File: src/rtl/dac_pkg.sv
// Package for the Doppler angle correction block: fixed widths, register
// indexes and the shared control struct. Depends on nothing.
package dac_pkg;
    localparam int CRD_W   = 13;
    localparam int FLOOR_W = 16;
    localparam int COS_W   = 16;
    localparam int OUT_W   = 40;
    localparam int IDX_W   = 3;
    localparam int SAMP_W  = 8;
    localparam logic [IDX_W-1:0] REG_CENTER_X     = 3'd0;
    localparam logic [IDX_W-1:0] REG_CENTER_Y     = 3'd1;
    localparam logic [IDX_W-1:0] REG_CENTER_Z     = 3'd2;
    localparam logic [IDX_W-1:0] REG_TRANSDUCER_X = 3'd3;
    localparam logic [IDX_W-1:0] REG_TRANSDUCER_Y = 3'd4;
    localparam logic [IDX_W-1:0] REG_TRANSDUCER_Z = 3'd5;
    localparam logic [IDX_W-1:0] REG_COS_FLOOR    = 3'd6;

    typedef struct packed {
        logic advance;
        logic flush;
    } pipe_ctrl_t;
endpackage

File: src/rtl/dac_sqrt.sv
// Pipelined integer square root, one result bit per stage.
// Depends on dac_pkg for the pipeline control struct.
module dac_sqrt #(
    parameter int IN_W = 54,
    parameter int TAG_W = 8
) (
    input  logic                  aclk,
    input  logic                  aresetn,
    input  dac_pkg::pipe_ctrl_t   ctrl,
    input  logic                  in_valid,
    input  logic [IN_W-1:0]       in_val,
    input  logic [TAG_W-1:0]      in_tag,
    output logic                  out_valid,
    output logic [(IN_W+1)/2-1:0] out_root,
    output logic [TAG_W-1:0]      out_tag
);
    import dac_pkg::*;
    localparam int RW = (IN_W + 1) / 2;
    localparam int NW = 2 * RW;

    logic [NW-1:0]    rem_reg  [RW+1];
    logic [NW-1:0]    n_reg    [RW+1];
    logic [RW-1:0]    root_reg [RW+1];
    logic [TAG_W-1:0] tag_reg  [RW+1];
    logic [RW:0]      v_reg;

    always_comb begin
        rem_reg[0]  = '0;
        n_reg[0]    = NW'(in_val);
        root_reg[0] = '0;
        tag_reg[0]  = in_tag;
        v_reg[0]    = in_valid;
    end

    // Restoring digit recurrence: two bits of the radicand per stage.
    for (genvar k = 0; k < RW; k++) begin : g_stage
        logic [NW-1:0] rem_next;
        logic [NW-1:0] trial;
        logic [NW-1:0] rem_sh;
        logic [NW-1:0] n_next;
        logic [RW-1:0] root_next;
        always_comb begin
            rem_sh = {rem_reg[k][NW-3:0], n_reg[k][NW-1:NW-2]};
            n_next = {n_reg[k][NW-3:0], 2'b00};
            trial  = NW'({root_reg[k][RW-1:0], 2'b01});
            if (rem_sh >= trial) begin
                rem_next  = rem_sh - trial;
                root_next = {root_reg[k][RW-2:0], 1'b1};
            end else begin
                rem_next  = rem_sh;
                root_next = {root_reg[k][RW-2:0], 1'b0};
            end
        end
        always_ff @(posedge aclk) begin
            if (!aresetn) begin
                v_reg[k+1] <= 1'b0;
            end else if (ctrl.advance) begin
                v_reg[k+1] <= v_reg[k];
            end
            if (ctrl.advance) begin
                rem_reg[k+1]  <= rem_next;
                n_reg[k+1]    <= n_next;
                root_reg[k+1] <= root_next;
                tag_reg[k+1]  <= tag_reg[k];
            end
        end
    end

    assign out_valid = v_reg[RW] & ~ctrl.flush;
    assign out_root  = root_reg[RW];
    assign out_tag   = tag_reg[RW];
endmodule

File: config.mk
export PLATFORM = sky130hd
export DESIGN_NAME = dac_sqrt
export DESIGN_NICKNAME = d
export VERILOG_FILES = /design/src/rtl/dac_pkg.sv /design/src/rtl/dac_sqrt.sv
export SDC_FILE = /design/constraint.sdc
export NUM_CORES = 2
export LEC_CHECK = 0
export BUFFER_PORTS_ARGS = -buffer_cell sky130_fd_sc_hd__buf_2
export CAP_MARGIN = 20
export CORE_UTILIZATION = 65
export DETAILED_ROUTE_END_ITERATION = 8
export PLACE_DENSITY = 0.82
export RECOVER_POWER = 25
export REMOVE_ABC_BUFFERS = 1
export SLEW_MARGIN = 10
export SYNTH_ARGS = -nofsm -noshare
export SYNTH_HDL_FRONTEND = slang
export SYNTH_SLANG_ARGS = --single-unit
File: constraint.sdc
create_clock -name aclk -period 11.8 [get_ports aclk]
set_clock_uncertainty 0.2 [all_clocks]
set_input_delay 1.77 -clock aclk [delete_from_list [all_inputs] [get_ports aclk]]
set_output_delay 1.77 -clock aclk [all_outputs]
set_load 0.02 [all_outputs]
==> flow_metrics.env <==
export IMPL_leakagePower_nw=47.9
export IMPL_top_layer_used="met5"
export IMPL_cts_sinks=2590
export IMPL_dpl_hpwl_microns=182000
export IMPL_cp_max_fo=27
export IMPL_wl_per_cell_microns=21.6
export IMPL_netlist_area_sq_um=119000
export IMPL_cts_made_buffers=278
export IMPL_h_tree_depth=5
export IMPL_hold_class="reg2reg"
export IMPL_grt_pass1_vias=71320
export IMPL_powerDensity_nw_per_um2=188
export IMPL_core_area_sq_um=181000
export IMPL_crit_start="g_stage[13].rem_sh[36]"
export IMPL_relSlewSlack_pct=16.9
export IMPL_area_growth_pct=10.1
export IMPL_slowest_delay_ns=0.80
export IMPL_synth_distinct_cells=97
export IMPL_die_area_sq_um=185000
export IMPL_slew_violations=0
export IMPL_synth_seq_cells=2590
export IMPL_fin_setup_tns_ns=0
export IMPL_post_drt_via_cell_ratio=6.13
export IMPL_cts_resized=0
export IMPL_crit_chain="or4_1 -> or3_4 -> or4_1 -> or3_1 -> nor4_2 -> and3_1 -> inv_2 -> nand3_2 -> nor3_1 -> xor2_1"
export IMPL_finalHoldViolCount=0
export IMPL_postCtsHoldBufs=0
export IMPL_antenna_left=0
export IMPL_design_area_sq_um=131000
export IMPL_num_rows=156
export IMPL_outcome="finished clean"
export IMPL_syn_inst=9104
export IMPL_synth_edf_count=2563
export IMPL_synthFlopType="edfxtp_1"
export IMPL_tightest_slew_ns=1.25
export IMPL_yosys_warnings=0
export IMPL_first_pass_iters=7
export IMPL_largest_register_ffs=1319
export IMPL_start_util_pct=65.6
export IMPL_setup_viol=0
export IMPL_nets=9831
export IMPL_cts_root_buf="clkbuf_16"
export IMPL_die_y_microns=430
export IMPL_vias=73045
export IMPL_timing_fmax_ghz=0.204
export IMPL_routabilityCongestion=0.938
export IMPL_worstHoldStart="g_stage[2].n_next[52]"
export IMPL_avgSynthCellArea_sq_um=13.1
export IMPL_drive_above_1_share_pct=7.06
export IMPL_m1WireLength_microns=102000
export IMPL_synth_area_leader_cell="edfxtp_1"
export IMPL_cts_path_max_buffers=4
export IMPL_cp_required_ns=12.26
export IMPL_drc=0
export IMPL_wl_met2_microns=132000
export IMPL_cts_reportedPaths_clkPinSlew_ns=0.07
export IMPL_finalCritPeriodShare_pct=41.5
export IMPL_yosys_top_cells_area="edfxtp_1 (65%), xor2_1 (4.4%), ha_1 (4.3%)"
export IMPL_synth_commonest_cells="edfxtp_1 (2,563), nand2_1 (703), xor2_1 (604)"
export IMPL_postCtsSetupRepairBufs=0
export IMPL_fill_cells=11655
export IMPL_critPathKind="reg2reg"
export IMPL_wl_met3_microns=13200
export IMPL_layout_min_cycle_time_ns=4.89
export IMPL_track_usage_pct=27.7
export IMPL_grt_pass1_wl_microns=399000
export IMPL_yosysTopAreaCellShare_pct=64.7
export IMPL_cp_start_kind="flip-flop"
export IMPL_p_total_mw=24.6
export IMPL_clock_latency_ns=0.95
export IMPL_yosysMostFrequentCell="edfxtp_1"
export IMPL_placed_area_sq_um=122000
export IMPL_r2r_start="g_stage[13].rem_sh[36]"
export IMPL_drtIter0Drc=6811
export IMPL_worst_setup_path_end_kind="flip-flop"
export IMPL_seq_area_frac_synth_pct=65.2
export IMPL_portBuffers=102
export IMPL_fp_dieW_microns=430
export IMPL_overflow=0
export IMPL_crit_top_cell="or4_1"
export IMPL_critical_path_arrival_ns=5.35
export IMPL_cp_slowest_cell="and3_1"
export IMPL_wirelength_microns=258000
export IMPL_async_reset_ff_share_pct=0
export IMPL_grt_max_degree=198
export IMPL_num_io_pins=103
export IMPL_antenna_found_initial=3
export IMPL_cap_violations=0
export IMPL_cts_tree="yes"
export IMPL_vdd_drop_max_mv=0.160
export IMPL_grt_setup_unrepaired="no"
[through the flow]
| step | hold slack, ns | cells | setup slack, ns | util (%) |
|---|---|---|---|---|
| 2_1_floorplan | 0.200 | 8925 | 6.51 | - |
| 3_3_place_gp | 0.201 | 11438 | 6.78 | 67.4 |
| 3_5_place_dp | 0.205 | 11440 | 6.68 | 67.4 |
| 4_1_cts | 0.178 | 11902 | 6.93 | 72.2 |
| 5_1_grt | 0.184 | 11908 | 6.73 | 72.2 |
| 6_report | 0.179 | 11909 | 6.91 | 72.2 |
[final timing paths]
| kind | endpoint | slack [ns] | cells past startpoint |
|---|---|---|---|
| max reg2reg | g_stage[14].rem_sh[52] | 6.91 | 10 |
| min | g_stage[3].rem_sh[0] | 0.18 | 0 |
| min reg2reg | g_stage[3].rem_sh[0] | 0.18 | 0 |
| max | g_stage[14].rem_sh[52] | 6.91 | 10 |
[layer usage]
layer	global-route usage, %	vias to the layer above
met2	48.9	2516
li1	-	34214
met1	34.6	35649
met5	0	-
met4	11.6	2
met3	3.41	664
[cells in the final DEF, fill, tap and decap left out, drive strengths merged, types with 41 or more instances in the layout]
cell,netlist,layout
a21oi,334,334
buf,29,131
nor2,571,571
a21o,151,151
or2,79,79
xor2,604,604
clkinv,2,91
clkbuf,150,349
mux2i,44,44
nand2,703,703
nand4,106,106
a31oi,41,41
o21ai,414,414
nand2b,114,114
nor2b,86,86
nand3b,42,42
edfxtp,2563,2563
xnor2,491,491
ha,408,408
nor3,369,369
or4,123,123
inv,510,515
or3,169,169
o21a,91,91
nand3,149,149
and3,60,60
o31ai,61,61
nor4,213,213
[kinds of logic (layout without fill, tap and decap cells)]
group	count (synthesis)	after routing	share of synthesized area [%]
buffers and inverters	691	1125	2.25
DFF	2590	2590	65.2
xor gates and xnor gates	1095	1095	8.07
adders and majority gates	408	408	4.29
other	1	2	0.00315
and+or+nand+nor	2906	2906	12.5
muxes	78	78	0.692
AOI/OAI and AO/OA	1335	1335	6.99
[critical path: cells and delay by family (launching register included)]
kind	cells	cell delay, ns
AND/OR/NAND/NOR	8	3.61
flip-flops	1	0.43
XOR/XNOR	1	0.14
buffers and inverters	1	0.24
[report_power, final]
part | switching (mW) | internal [mW]
Clock | 3.42 | 5.02
Combinational | 2.46 | 1.58
Sequential | 0.749 | 11.4
Total | 6.63 | 18.0
[area by class of cell]
cell class	count	area (sq um)	area share, %
flip-flops and latches	2590	77500	59.2
inverters	512	1920	1.47
repair buffers	151	1030	0.785
diodes	1	2.50	0.00191
clock buffers	331	7370	5.63
well taps	2370	2970	2.26
clock inverters	131	1350	1.03
multi-input cells	5823	38800	29.6
(Power assumes the default switching activity.)
